$ cat config.mk
export PLATFORM = sky130hd
export DESIGN_NAME = can_target_route_cache
export DESIGN_NICKNAME = d
export VERILOG_FILES = /design/src/rtl/core/ctrc_pkg.sv /design/src/rtl/core/can_target_route_cache.sv /design/src/rtl/core/ctrc_table.sv /design/src/rtl/core/ctrc_ctrl.sv
export VERILOG_INCLUDE_DIRS = /design/src /design/src/rtl/core
export SDC_FILE = /design/constraint.sdc
export NUM_CORES = 1
export LEC_CHECK = 0
export BUFFER_PORTS_ARGS = -buffer_cell sky130_fd_sc_hd__buf_2
export CAP_MARGIN = 20
export CORE_MARGIN = 2
export CORE_UTILIZATION = 55
export DETAILED_ROUTE_END_ITERATION = 8
export PLACE_DENSITY = 0.75
export SLEW_MARGIN = 20
export SYNTH_ARGS = -nofsm -noshare
export SYNTH_HDL_FRONTEND = slang
export SYNTH_SLANG_ARGS = --single-unit
$ cat constraint.sdc
create_clock -name i_clk -period 6.5 [get_ports i_clk]
set_input_delay 1.625 -clock i_clk [delete_from_list [all_inputs] [get_ports i_clk]]
set_output_delay 1.625 -clock i_clk [all_outputs]
set_load 0.01 [all_outputs]
$ cat src/rtl/core/can_target_route_cache_macros.svh
`ifndef CAN_TARGET_ROUTE_CACHE_MACROS_SVH
`define CAN_TARGET_ROUTE_CACHE_MACROS_SVH

// Same-cycle implication, checked outside reset.
`define CTRC_ASSERT_NOW(lbl, clk, rst_n, ante, cons) \
    lbl: assert property (@(posedge clk) disable iff (!rst_n) (ante) |-> (cons)) \
        else $error("ctrc check failed");

// Next-cycle implication, checked outside reset.
`define CTRC_ASSERT_NEXT(lbl, clk, rst_n, ante, cons) \
    lbl: assert property (@(posedge clk) disable iff (!rst_n) (ante) |=> (cons)) \
        else $error("ctrc check failed");

`endif

$ cat src/rtl/core/ctrc_pkg.sv
`timescale 1ns / 1ps
`default_nettype none
package ctrc_pkg;

    localparam int ADDR_W   = 11;
    localparam int HDR_W    = 29;
    localparam int BUS_W    = 2;
    localparam int RATE_W   = 8;
    localparam int COUNT_W  = 2;

    typedef logic [ADDR_W-1:0] t_addr;
    typedef logic [BUS_W-1:0]  t_bus;

    localparam t_bus BUS_C1 = 2'd0;
    localparam t_bus BUS_C2 = 2'd1;
    localparam t_bus BUS_BH = 2'd2;

    localparam logic OP_QUERY    = 1'b0;
    localparam logic OP_REMEMBER = 1'b1;

    localparam logic [COUNT_W-1:0] CNT_NONE = 2'd0;
    localparam logic [COUNT_W-1:0] CNT_HIT  = 2'd1;
    localparam logic [COUNT_W-1:0] CNT_MISS = 2'd3;

    typedef struct packed {
        logic rd_en;
        logic wr_en;
    } t_tbl_ctl;

    typedef struct packed {
        logic fin;
        logic hit;
        logic query;
        t_bus bus;
    } t_fin;

    function automatic t_addr target_of(input logic [HDR_W-1:0] header, input logic ext);
        t_addr addr;
        if (ext) begin
            addr = {3'b000, header[15:8]};
        end else begin
            addr = header[ADDR_W-1:0];
        end
        return addr;
    endfunction

endpackage
`default_nettype wire

$ cat src/rtl/core/can_target_route_cache.sv
// A query or remember word walks the table from slot 0, one slot per cycle, through the
// single compare unit; a hit ends the walk at that slot, a miss after all filled slots.
// No new word is accepted until the walk ends and its result has entered the output
// register, which waits while the previous result is not yet taken by the receiver.
// Reset (i_rst_n low, synchronous): empties the cache (fill count zero), idles the
// sequencer and drops any pending result; table contents are not cleared.
`timescale 1ns / 1ps
`default_nettype none
module can_target_route_cache #(
    parameter int CACHE_ENTRIES = 8
) (
    input  wire         i_clk,
    input  wire         i_rst_n,
    input  wire         i_in_valid,
    output logic        o_in_ready,
    input  wire         i_opcode,
    input  wire [28:0]  i_header_id,
    input  wire         i_header_is_extended,
    input  wire [7:0]   i_rate_divisor,
    input  wire [1:0]   i_learned_bus,
    output logic        o_out_valid,
    input  wire         i_out_ready,
    output logic [1:0]  o_candidate_count,
    output logic        o_found,
    output logic [1:0]  o_first_bus,
    output logic [1:0]  o_second_bus,
    output logic [1:0]  o_third_bus
);
    import ctrc_pkg::*;

    localparam int IW = (CACHE_ENTRIES > 1) ? $clog2(CACHE_ENTRIES) : 1;
    localparam int FW = $clog2(CACHE_ENTRIES + 1);

    logic          busy, start, out_free;
    t_fin          fin;
    t_tbl_ctl      tbl;
    logic [IW-1:0] rd_idx, wr_idx;
    t_addr         wr_addr, rd_addr;
    t_bus          wr_bus, rd_bus;

    logic              r_slow;
    logic              r_out_valid;
    logic [COUNT_W-1:0] r_count;
    logic              r_found;
    t_bus              r_first, r_second, r_third;

    assign o_in_ready = !busy;
    assign start      = i_in_valid && !busy;
    assign out_free   = !r_out_valid || i_out_ready;

    ctrc_ctrl #(
        .CACHE_ENTRIES(CACHE_ENTRIES),
        .IW(IW),
        .FW(FW)
    ) u_ctrl (
        .i_clk(i_clk),
        .i_rst_n(i_rst_n),
        .i_start(start),
        .i_op(i_opcode),
        .i_target(target_of(i_header_id, i_header_is_extended)),
        .i_bus(i_learned_bus),
        .i_out_free(out_free),
        .o_busy(busy),
        .o_fin(fin),
        .o_tbl(tbl),
        .o_rd_idx(rd_idx),
        .o_wr_idx(wr_idx),
        .o_wr_addr(wr_addr),
        .o_wr_bus(wr_bus),
        .i_rd_addr(rd_addr),
        .i_rd_bus(rd_bus)
    );

    ctrc_table #(
        .CACHE_ENTRIES(CACHE_ENTRIES),
        .IW(IW)
    ) u_table (
        .i_clk(i_clk),
        .i_ctl(tbl),
        .i_rd_idx(rd_idx),
        .i_wr_idx(wr_idx),
        .i_wr_addr(wr_addr),
        .i_wr_bus(wr_bus),
        .o_rd_addr(rd_addr),
        .o_rd_bus(rd_bus)
    );

    always_ff @(posedge i_clk) begin
        if (!i_rst_n) begin
            r_out_valid <= 1'b0;
        end else if (fin.fin) begin
            r_out_valid <= 1'b1;
        end else if (i_out_ready) begin
            r_out_valid <= 1'b0;
        end
    end

    always_ff @(posedge i_clk) begin
        if (start) begin
            r_slow <= (i_rate_divisor > 8'd1);
        end
        if (fin.fin) begin
            r_count  <= CNT_NONE;
            r_found  <= 1'b0;
            r_first  <= BUS_C1;
            r_second <= BUS_C1;
            r_third  <= BUS_C1;
            if (fin.query) begin
                if (fin.hit) begin
                    r_count <= CNT_HIT;
                    r_found <= 1'b1;
                    r_first <= fin.bus;
                end else begin
                    r_count  <= CNT_MISS;
                    r_first  <= r_slow ? BUS_BH : BUS_C1;
                    r_second <= BUS_C2;
                    r_third  <= r_slow ? BUS_C1 : BUS_BH;
                end
            end
        end
    end

    assign o_out_valid       = r_out_valid;
    assign o_candidate_count = r_count;
    assign o_found           = r_found;
    assign o_first_bus       = r_first;
    assign o_second_bus      = r_second;
    assign o_third_bus       = r_third;

endmodule
`default_nettype wire

$ cat src/rtl/core/ctrc_table.sv
`timescale 1ns / 1ps
`default_nettype none
module ctrc_table #(
    parameter int CACHE_ENTRIES = 8,
    parameter int IW = 3
) (
    input  wire                 i_clk,
    input  ctrc_pkg::t_tbl_ctl  i_ctl,
    input  wire [IW-1:0]        i_rd_idx,
    input  wire [IW-1:0]        i_wr_idx,
    input  ctrc_pkg::t_addr     i_wr_addr,
    input  ctrc_pkg::t_bus      i_wr_bus,
    output ctrc_pkg::t_addr     o_rd_addr,
    output ctrc_pkg::t_bus      o_rd_bus
);
    import ctrc_pkg::*;

    t_addr r_mem_addr [CACHE_ENTRIES];
    t_bus  r_mem_bus  [CACHE_ENTRIES];
    t_addr r_rd_addr;
    t_bus  r_rd_bus;

    always_ff @(posedge i_clk) begin
        if (i_ctl.wr_en) begin
            r_mem_addr[i_wr_idx] <= i_wr_addr;
            r_mem_bus[i_wr_idx]  <= i_wr_bus;
        end
        if (i_ctl.rd_en) begin
            r_rd_addr <= r_mem_addr[i_rd_idx];
            r_rd_bus  <= r_mem_bus[i_rd_idx];
        end
    end

    assign o_rd_addr = r_rd_addr;
    assign o_rd_bus  = r_rd_bus;

endmodule
`default_nettype wire

$ cat src/rtl/core/ctrc_ctrl.sv
`timescale 1ns / 1ps
`default_nettype none
`include "can_target_route_cache_macros.svh"
module ctrc_ctrl #(
    parameter int CACHE_ENTRIES = 8,
    parameter int IW = 3,
    parameter int FW = 4
) (
    input  wire                 i_clk,
    input  wire                 i_rst_n,
    input  wire                 i_start,
    input  wire                 i_op,
    input  ctrc_pkg::t_addr     i_target,
    input  ctrc_pkg::t_bus      i_bus,
    input  wire                 i_out_free,
    output logic                o_busy,
    output ctrc_pkg::t_fin      o_fin,
    output ctrc_pkg::t_tbl_ctl  o_tbl,
    output logic [IW-1:0]       o_rd_idx,
    output logic [IW-1:0]       o_wr_idx,
    output ctrc_pkg::t_addr     o_wr_addr,
    output ctrc_pkg::t_bus      o_wr_bus,
    input  ctrc_pkg::t_addr     i_rd_addr,
    input  ctrc_pkg::t_bus      i_rd_bus
);
    import ctrc_pkg::*;

    localparam logic S_IDLE = 1'b0;
    localparam logic S_SCAN = 1'b1;
    localparam logic [FW-1:0] FULL = FW'(CACHE_ENTRIES);

    logic          r_state, n_state;
    logic [FW-1:0] r_idx, n_idx;
    logic [FW-1:0] r_fill, n_fill;
    logic          r_pend, n_pend;
    logic [IW-1:0] r_pslot, n_pslot;
    logic          r_op;
    t_addr         r_target;
    t_bus          r_bus;

    logic hit, fin_cond, fin, issue;

    always_comb begin
        hit      = r_pend && (i_rd_addr == r_target);
        fin_cond = hit || (r_idx == r_fill);
        fin      = (r_state == S_SCAN) && fin_cond && i_out_free;
        issue    = (r_state == S_SCAN) && !fin_cond;
    end

    always_comb begin
        n_state = r_state;
        n_idx   = r_idx;
        n_fill  = r_fill;
        n_pend  = r_pend;
        n_pslot = r_pslot;
        o_tbl.rd_en = issue;
        o_tbl.wr_en = 1'b0;
        o_rd_idx  = r_idx[IW-1:0];
        o_wr_idx  = r_pslot;
        o_wr_addr = r_target;
        o_wr_bus  = r_bus;
        unique case (r_state)
            S_IDLE: begin
                if (i_start) begin
                    n_state = S_SCAN;
                    n_idx   = '0;
                    n_pend  = 1'b0;
                end
            end
            S_SCAN: begin
                if (issue) begin
                    n_idx   = r_idx + 1'b1;
                    n_pend  = 1'b1;
                    n_pslot = r_idx[IW-1:0];
                end else if (fin) begin
                    n_state = S_IDLE;
                    n_pend  = 1'b0;
                    if (r_op == OP_REMEMBER) begin
                        if (hit) begin
                            o_tbl.wr_en = 1'b1;
                        end else if (r_fill != FULL) begin
                            o_tbl.wr_en = 1'b1;
                            o_wr_idx    = r_fill[IW-1:0];
                            n_fill      = r_fill + 1'b1;
                        end
                    end
                end
            end
            default: n_state = S_IDLE;
        endcase
    end

    always_ff @(posedge i_clk) begin
        if (!i_rst_n) begin
            r_state <= S_IDLE;
            r_idx   <= '0;
            r_fill  <= '0;
            r_pend  <= 1'b0;
        end else begin
            r_state <= n_state;
            r_idx   <= n_idx;
            r_fill  <= n_fill;
            r_pend  <= n_pend;
        end
    end

    always_ff @(posedge i_clk) begin
        r_pslot <= n_pslot;
        if (i_start) begin
            r_op     <= i_op;
            r_target <= i_target;
            r_bus    <= i_bus;
        end
    end

    assign o_busy    = (r_state == S_SCAN);
    assign o_fin.fin   = fin;
    assign o_fin.hit   = hit;
    assign o_fin.query = (r_op == OP_QUERY);
    assign o_fin.bus   = i_rd_bus;

    `CTRC_ASSERT_NOW(a_fill_bound, i_clk, i_rst_n, 1'b1, r_fill <= FULL)
    `CTRC_ASSERT_NOW(a_read_below_fill, i_clk, i_rst_n, o_tbl.rd_en, r_idx < r_fill)
    `CTRC_ASSERT_NOW(a_start_idle, i_clk, i_rst_n, i_start, r_state == S_IDLE)
    `CTRC_ASSERT_NEXT(a_append_grows, i_clk, i_rst_n,
        fin && !hit && (r_op == OP_REMEMBER) && (r_fill != FULL),
        r_fill == $past(r_fill) + 1'b1)

endmodule
`default_nettype wire

# Word level (Yosys, flattened, before mapping)
# Memories as Yosys holds them, arrays and structs flattened. A register that Yosys moved wholly into a read port is not among the register bits.
# Index checks and enable logic that the tools add are counted.
dict set report classes {
  addsub 2
  mul 0
  n_div 0
  order_cmp 1
  n_eq_ne 6
  shifts 0
  mux 34
  bitwise_logic 3
  n_reduce_logical 16
}
# op count
set op_table {}
lappend op_table {{two-way mux 1 bit} 18}
lappend op_table {{two-way mux 3 bit} 6}
lappend op_table {{equality test 11 bit} 1}
lappend op_table {{adder 4 x 1 -> 4 bit (second input constant)} 2}
lappend op_table {{greater-than comparator 8 x 1 -> 1 bit (second input constant)} 1}
lappend op_table {{two-way mux 2 bit} 4}
lappend op_table {{two-way mux 4 bit} 2}
lappend op_table {{two-way mux 8 bit} 1}
lappend op_table {{one-hot mux 4 bit (2 select lines)} 1}
lappend op_table {{AND reduction 2 bit} 3}
lappend op_table {{AND reduction 6 bit} 1}
lappend op_table {{logical AND 1 bit} 5}
lappend op_table {{equality test 4 bit} 1}
lappend op_table {{!= test 2 bit (second input constant)} 2}
lappend op_table {{!= test 4 bit (second input constant)} 1}
lappend op_table {{one-hot mux 1 bit (2 select lines)} 2}
lappend op_table {{logical NOT 1 bit} 3}
lappend op_table {{!= test 3 bit (second input constant)} 1}
lappend op_table {{inverter 1 bit} 3}
lappend op_table {{logical OR 1 bit} 2}
lappend op_table {{nonzero test 2 bit} 1}
lappend op_table {{OR reduction 2 bit} 1}
dict set report word_totals {
  register_bits 38
  latch_bits 0
  ram_bits 104
  romBits 0
  in_bits 45
  output_inout_bits 11
  memories 2
}
# name depth word_bits read_ports rd_ports_with_merged_regs wr line_no
set mem_list {}
lappend mem_list {u_table.r_mem_addr 8 11 1 1 1 ctrc_table.sv:18} ;# t_addr r_mem_addr [CACHE_ENTRIES];
lappend mem_list {u_table.r_mem_bus 8 2 1 1 1 ctrc_table.sv:19} ;# t_bus r_mem_bus [CACHE_ENTRIES];

# Longest topological paths before layout
# Gate-level depths: netlist of the first run.
dict set report depth {
  ltp_word 10
  ltp_mapped 8
  ltp_nobuf 8
}

# Modules after synthesis
# Synthesis of the first run repeated with hierarchy kept, for this count alone.
dict set report unflattened {
  hier_cells 335
  area_unflattened_um2 6287.3
}
# module instances cells_each area_each_um2
set by_module_without_submodules {}
lappend by_module_without_submodules {ctrc_table 1 176 4445.5}
lappend by_module_without_submodules {ctrc_ctrl 1 121 1347.5}
lappend by_module_without_submodules {can_target_route_cache 1 38 494.2}

# Worst setup path after synthesis of the first run
# No wires, ideal clock.
dict set report synth_timing {
  kind {input to register}
  from {in i_out_ready}
  to {mem u_table.r_mem_addr[0][0] (netlist name) (enable)}
  setup_time_ns 0.400
  arrival_time_ns 3.623
  required_ns 6.100
  setup_slack_ns 2.478
  path_stages 6
  n_path_buf 0
  cell_sequence {or2b_1 > and3_2 > nand2_4 > nor3_4 > mux2_4 > nor3_1}
}
dict set report synth_between {
  elab_chain_cells 7
}
# item line_no
set synth_rtl {}
lappend synth_rtl {{start, declared} can_target_route_cache.sv:22} ;# input wire i_out_ready,
lappend synth_rtl {{logical OR 1 bit *} can_target_route_cache.sv:49} ;# assign out_free = !r_out_valid || i_out_ready;
lappend synth_rtl {{logical AND 1 bit *} ctrc_ctrl.sv:46} ;# fin = (r_state == S_SCAN) && fin_cond && i_out_free;
lappend synth_rtl {{two-way mux 1 bit} ctrc_ctrl.sv:75} ;# end else if (fin) begin
lappend synth_rtl {{two-way mux 1 bit} ctrc_ctrl.sv:71} ;# if (issue) begin
lappend synth_rtl {{two-way mux 1 bit} ctrc_ctrl.sv:62} ;# unique case (r_state)
lappend synth_rtl {{two-way mux 1 bit} ctrc_table.sv:24} ;# if (i_ctl.wr_en) begin
lappend synth_rtl {{two-way mux 1 bit (not written as such)} ctrc_table.sv:25} ;# r_mem_addr[i_wr_idx] <= i_wr_addr;
lappend synth_rtl {{end, declared} ctrc_table.sv:18}
# Every way passes the cells marked *; elsewhere a longest branch is shown, timed or not.

# Worst setup path in the final report of the first run
dict set report layout_timing {
  from {in i_out_ready}
  to {mem u_table.r_mem_bus[4][0] (netlist name) (enable)}
}
dict set report layout_between {
  elab_chain_cells 7
}
# item line_no
set layout_rtl {}
lappend layout_rtl {{logical OR 1 bit *} can_target_route_cache.sv:49}
lappend layout_rtl {{logical AND 1 bit *} ctrc_ctrl.sv:46}
lappend layout_rtl {{two-way mux 1 bit} ctrc_ctrl.sv:75}
lappend layout_rtl {{two-way mux 1 bit} ctrc_ctrl.sv:71}
lappend layout_rtl {{two-way mux 1 bit} ctrc_ctrl.sv:62}
lappend layout_rtl {{two-way mux 1 bit} ctrc_table.sv:24}
lappend layout_rtl {{two-way mux 1 bit (not written as such)} ctrc_table.sv:26} ;# r_mem_bus[i_wr_idx] <= i_wr_bus;
lappend layout_rtl {{end, declared} ctrc_table.sv:19}
# Marks and branches as above.

==> qor.yml, run 1 <==
status: "completed"
rsz0062_at_grt: "false"
grt_pass1_vias: 3078
cts_tree: "yes"
synthArstFlopShare_pct: 0
drive_above_1_share_pct: 37.89
clk_pin_slew_ns: 0.06
routed_via_density: 5.691
dr.pass1.iters: 4
syn_avg_cell_area_um2: 19.15
sw_frac_of_total_pct: 20.71
critPathArrivalTime_ns: 3.75
peakVddDrop_v: 0.0001949
synth-seq-cells: 152
finalCriticalPeriod_ns: 3.524
clkPwrFrac_pct: 44.5
p_switching_uw: 451.9
maxSlewViolCount: 0
synth_edf_count: 141
cts_resized: 0
grt_util_all_layers_pct: 19.92
layout_commonest_cell: "edfxtp_1"
drt_iter0_markers: 249
crit_type: "primary input to flip-flop"
wl_met1_mm: 4.526
drv_cap: 0
io_pins: 56
clockBufferDepth: 2
synth-seq-area-share_pct: 72.92
die_x_um: 109.4
die_area_um2: 11970
hpwl_mm: 6.229
syn_to_final_growth_pct: 16.51
critPathMaxFanout: 8
synthCells: 319
grt_overflow: 0
utilization_pct: 65.65
antennaDiodeCount: 0
wl_per_cell_um: 20.37
setup_viol: 0
ant_nets: 0
insertion_delay_ns: 0.53
worst_pin_slew_ns: 0.8442
power_density_nw_per_um2: 306.7
ys_top_cells_by_area: "edfxtp_1 69%, mux4_2 9.6%, mux2_2 4.1%"
intPower_uw: 1731
place.port_buffers: 39
layout_common_cells: "141 x edfxtp_1, 39 x buf_2, 26 x mux4_2, 22 x mux2_2, 16 x clkbuf_16"
power_frac_comb_pct: 4.2
hold_class: "flip-flop to flip-flop"
antenna_found_initial: 0
finish.net_count: 423
p_leak_uw: 0.002374
synth_cell_types: 41
grt_start_max_net_pins: 33
drc: 0
fin_skew_ns: 0.009951
root_buffer: "clkbuf_8"
crit_chain: "buf_2 > or2b_1 > and3_2 > nand2_4 > nor3_4 > mux2_4 > nor3_2 > buf_4"
dr.max_layer_used: "met4"
finalWirelength_mm: 10.75
dr_wl_met2_mm: 5.553
post_cts_buffers: 0
end_kind: "flip-flop"
max_stage_delay_ns: 0.58
gp_congestion: 0.7348
num_vias: 3005
relSlewSlack_pct: 43.72
final.setup.tns_ns: 0
p_seq_share_pct: 51.3
total_power_uw: 2183
netlist.area_leader.share_pct: 69.32
ys_warn_count: 0
clock-sinks: 152
initial_core_util_pct: 56.35
synthFlopType: "edfxtp_1"
cts_hold_buf: 0
syn_area_um2: 6108
fin_crit_sh_pct: 54.22
yosysTopAreaCell: "edfxtp_1"
required_ns: 6.73
met3WireLength_um: 492
startpoint_type: "primary input"
num_rows: 38
dieHeight_um: 109.4
fin_hold_ws_ns: 0.5421
cts_made_buffers: 17
grt_pass1_wl_mm: 16.62
clock.fmax_mhz: 283.7
htree_num_levels: 4
core_um2: 10840
final_hold_viol_count: 0
slowest_stage: "nor3_2"
==> worst paths after layout <==
kind	startpoint	to	slack [ns]	cells past startpoint
worst max register to register	u_ctrl.o_wr_addr[2]	u_table.r_mem_bus[4][0]	3.08	7
worst min register to register	u_table.o_rd_bus[0]	o_first_bus[0]	0.54	1
worst max-delay path	i_out_ready	u_table.r_mem_bus[4][0]	2.98	8
worst min-delay path	u_table.o_rd_bus[0]	o_first_bus[0]	0.54	1
==> critical path, delay by kind of cell <==
kind | cells | cell delay, ns
multiplexers | 1 | 0.38
buffers and inverters | 2 | 0.38
AND/OR/NAND/NOR | 5 | 1.35
==> per-stage QoR <==
step	cell area, um^2	std cells	worst slack, ns
finish	7117	528	2.976
global placement	6525	496	2.500
detailed placement	6525	496	2.420
global route	7117	528	2.905
CTS	7117	528	2.990
floorplan	6112	320	2.478
==> flip-flops by register name, summed over array words and instances, names as in the netlist, 2 cells and up <==
signal and flops:
u_table.r_mem_bus 16, u_ctrl.r_fill 4, u_ctrl.o_wr_addr 11, u_ctrl.r_pslot 3, o_first_bus 2, u_ctrl.r_idx 4
u_table.r_mem_addr 88, o_candidate_count 2, u_ctrl.o_wr_bus 2, u_table.o_rd_addr 11, u_table.o_rd_bus 2
==> synthesized netlist by cell type, types with 2 or more instances <==
cell,n
nand2_1,8
buf_1,3
mux2i_1,3
xnor2_1,14
nor3_4,2
nor4_1,4
ha_1,3
mux4_2,26
nand4_1,3
mux2_2,22
dfxtp_1,11
nor2_1,9
a21boi_0,2
clkbuf_1,2
nor3_1,14
xnor2_2,2
xor2_1,2
nand4b_1,2
o21ai_0,3
buf_4,5
edfxtp_1,141
o21a_1,3
nor2b_1,4
buf_2,3
inv_1,6
o211ai_1,2
and2_1,4
nand3_1,3
==> per-layer routing <==
layer | vias up | GRT usage, %
li1 | 1377 | -
met1 | 1529 | 25.18
met2 | 81 | 33.73
met3 | 18 | 4.446
met4 | 0 | 7.866
met5 | - | 0
==> power by group through the flow <==
stage	sequential, uW	combinational [uW]	clock [uW]
final	1120	91.8	971
after floorplan	1130	60.8	0
after global routing	1120	101	1030
after global placement	1140	90.1	0
after detailed placement	1140	92.7	0
after CTS	1120	93.2	988
==> cells by family after synthesis <==
kind of cell / after synthesis / share of synthesized area (%)
mux: 52 / 14.38
xor+xnor: 18 / 2.827
compound gates: 13 / 1.557
other cells: 1 / 0.06139
buf+inv: 20 / 1.721
fa+ha+maj: 3 / 0.6146
simple gates: 60 / 5.920
flops: 152 / 72.92
==> layout make-up <==
cell class | count | area, um^2
Inverter | 6 | 22.52
Multi-Input combinational cell | 148 | 1593
Timing Repair Buffer | 50 | 277.8
Clock inverter | 13 | 170.2
Tap cell | 140 | 175.2
Clock buffer | 19 | 421.7
Fill cell | 742 | 3724
Sequential cell | 152 | 4457
No activity file was read; power rests on OpenSTA's default activity.
==> run 2, diff against run 1 <==
==> constraint.sdc (replaced) <==
create_clock -name i_clk -period 3.7 [get_ports i_clk]
set_input_delay 0.925 -clock i_clk [delete_from_list [all_inputs] [get_ports i_clk]]
set_output_delay 0.925 -clock i_clk [all_outputs]
set_load 0.01 [all_outputs]
==> qor.yml, run 2 (same netlist as run 1, synthesis figures left out) <==
finalCriticalPeriod_ns: 2.750
clockBufferDepth: 2
required_ns: 3.97
slowest_stage: "o21ai_0"
dr.pass1.iters: 4
insertion_delay_ns: 0.54
regToRegEndpoint: "u_table.r_mem_addr[4][10]"
status: "completed"
setup_viol: 0
io_pins: 56
grt_util_all_layers_pct: 20.23
final_hold_viol_count: 0
place_ws_ns: 0.7459
max_stage_delay_ns: 0.58
crit_buf_inv: 2
finalWirelength_mm: 10.71
r2r_cells: 8
hold_class: "flip-flop to flip-flop"
dieHeight_um: 109.4
p_leak_uw: 0.002375
worst_pin_slew_ns: 0.8393
grt_overflow: 0
worstHoldStart: "u_table.o_rd_bus[0]"
ff2ff_setup_slack_ns: 0.95
critPathArrivalTime_ns: 3.02
hold_end: "o_first_bus[0]"
fillCellCount: 731
layout_commonest_cell: "edfxtp_1"
initial_core_util_pct: 56.35
hpwl_mm: 6.236
root_buffer: "clkbuf_8"
fin_crit_sh_pct: 74.33
grt_pass1_vias: 3111
largest_register_ff_count: 88
antennaDiodeCount: 0
final.setup.tns_ns: 0
ant_nets: 0
cts_tree: "yes"
top_regs: "u_table.r_mem_addr x88, u_table.r_mem_bus x16"
regMostFlops: "u_table.r_mem_addr"
drc: 0
critPathMaxFanout: 14
cts_made_buffers: 17
core_um2: 10840
grt_pass1_wl_mm: 16.61
fin_skew_ns: 0.009858
critical_path.most_common_cell: "buf_4"
whs_path_depth: 1
rsz0062_at_grt: "false"
place.port_buffers: 39
post_cts_buffers: 0
cts_hold_buf: 0
drive_above_1_share_pct: 37.50
startpoint_type: "flip-flop"
crit_chain: "xnor2_1 > nand4_1 > nor3_4 > buf_4 > nor4_1 > o21ai_0 > nor3_2 > buf_4"
gp_congestion: 0.7348
syn_to_final_growth_pct: 16.35
relSlewSlack_pct: 43.98
clock-sinks: 152
utilization_pct: 65.56
grt_start_max_net_pins: 32
antenna_found_initial: 0
worstSetupStartpoint: "u_ctrl.o_wr_addr[4]"
die_area_um2: 11970
clock.fmax_mhz: 363.6
power_density_nw_per_um2: 527.6
r2r-start: "u_ctrl.o_wr_addr[4]"
htree_num_levels: 4
cts_resized: 0
drv_cap: 0
peakVddDrop_v: 0.0003297
end_kind: "flip-flop"
path_delay_family: "simple AND/OR/NAND/NOR gates"
clk_pin_slew_ns: 0.06
crit_type: "flip-flop to flip-flop"
setup_slack_ns: 0.9499
wl_per_cell_um: 20.12
maxSlewViolCount: 0
finish.net_count: 427
num_vias: 3032
num_rows: 38
drt_iter0_markers: 330
die_x_um: 109.4
layout_common_cells: "141 x edfxtp_1, 39 x buf_2, 26 x mux4_2, 22 x mux2_2, 16 x clkbuf_16"
routed_via_density: 5.699
==> run 2: final cells by class <==
cell class | count | area, um^2 | area share (%)
Clock buffer | 22 | 432.9 | 6.092
Clock inverter | 10 | 120.1 | 1.690
Inverter | 6 | 22.52 | 0.3169
Multi-Input combinational cell | 148 | 1593 | 22.41
Sequential cell | 152 | 4456 | 62.69
Tap cell | 140 | 175.2 | 2.465
Timing Repair Buffer | 54 | 307.8 | 4.331
==> run 2: worst max path at each step <==
stage                                            to  slack (ns)  depth (start not counted)
after global routing        u_table.r_mem_bus[3][0]        0.82                          8
after detailed placement   u_table.r_mem_addr[4][0]        0.75                          8
after CTS                 u_table.r_mem_addr[4][10]        0.94                          8
after floorplan            u_table.r_mem_addr[0][0]        0.38                          6
after global placement     u_table.r_mem_addr[6][2]        0.79                          8
final                     u_table.r_mem_addr[4][10]        0.95                          8
==> run 2: power breakdown <==
group | switching [uW] | internal (uW) | leakage, uW | total [uW]
clock | 655 | 964 | 0.000266 | 1620
combinational | 89.8 | 73.9 | 0.000738 | 164
sequential | 35.8 | 1930 | 0.00137 | 1970
==> run 2: layer usage <==
layer	GRT usage (%)	routed length (um)	part of all wire [%]
met4	10.94	173	1.6
met5	0	0	0
met3	6.283	681	6.4
met2	32.32	5557	52
met1	24.79	4293	40
==> run 2: through the flow <==
step / power (uW) / instances / cell area (um^2) / hold WS (ns)
3_3_place_gp: 2158 / 500 / 6554 / 0.5106
3_5_place_dp: 2166 / 500 / 6554 / 0.5083
2_1_floorplan: 2100 / 320 / 6112 / 0.4309
6_report: 3749 / 532 / 7107 / 0.5233
4_1_cts: 3779 / 532 / 7107 / 0.5243
5_1_grt: 3868 / 532 / 7107 / 0.5465
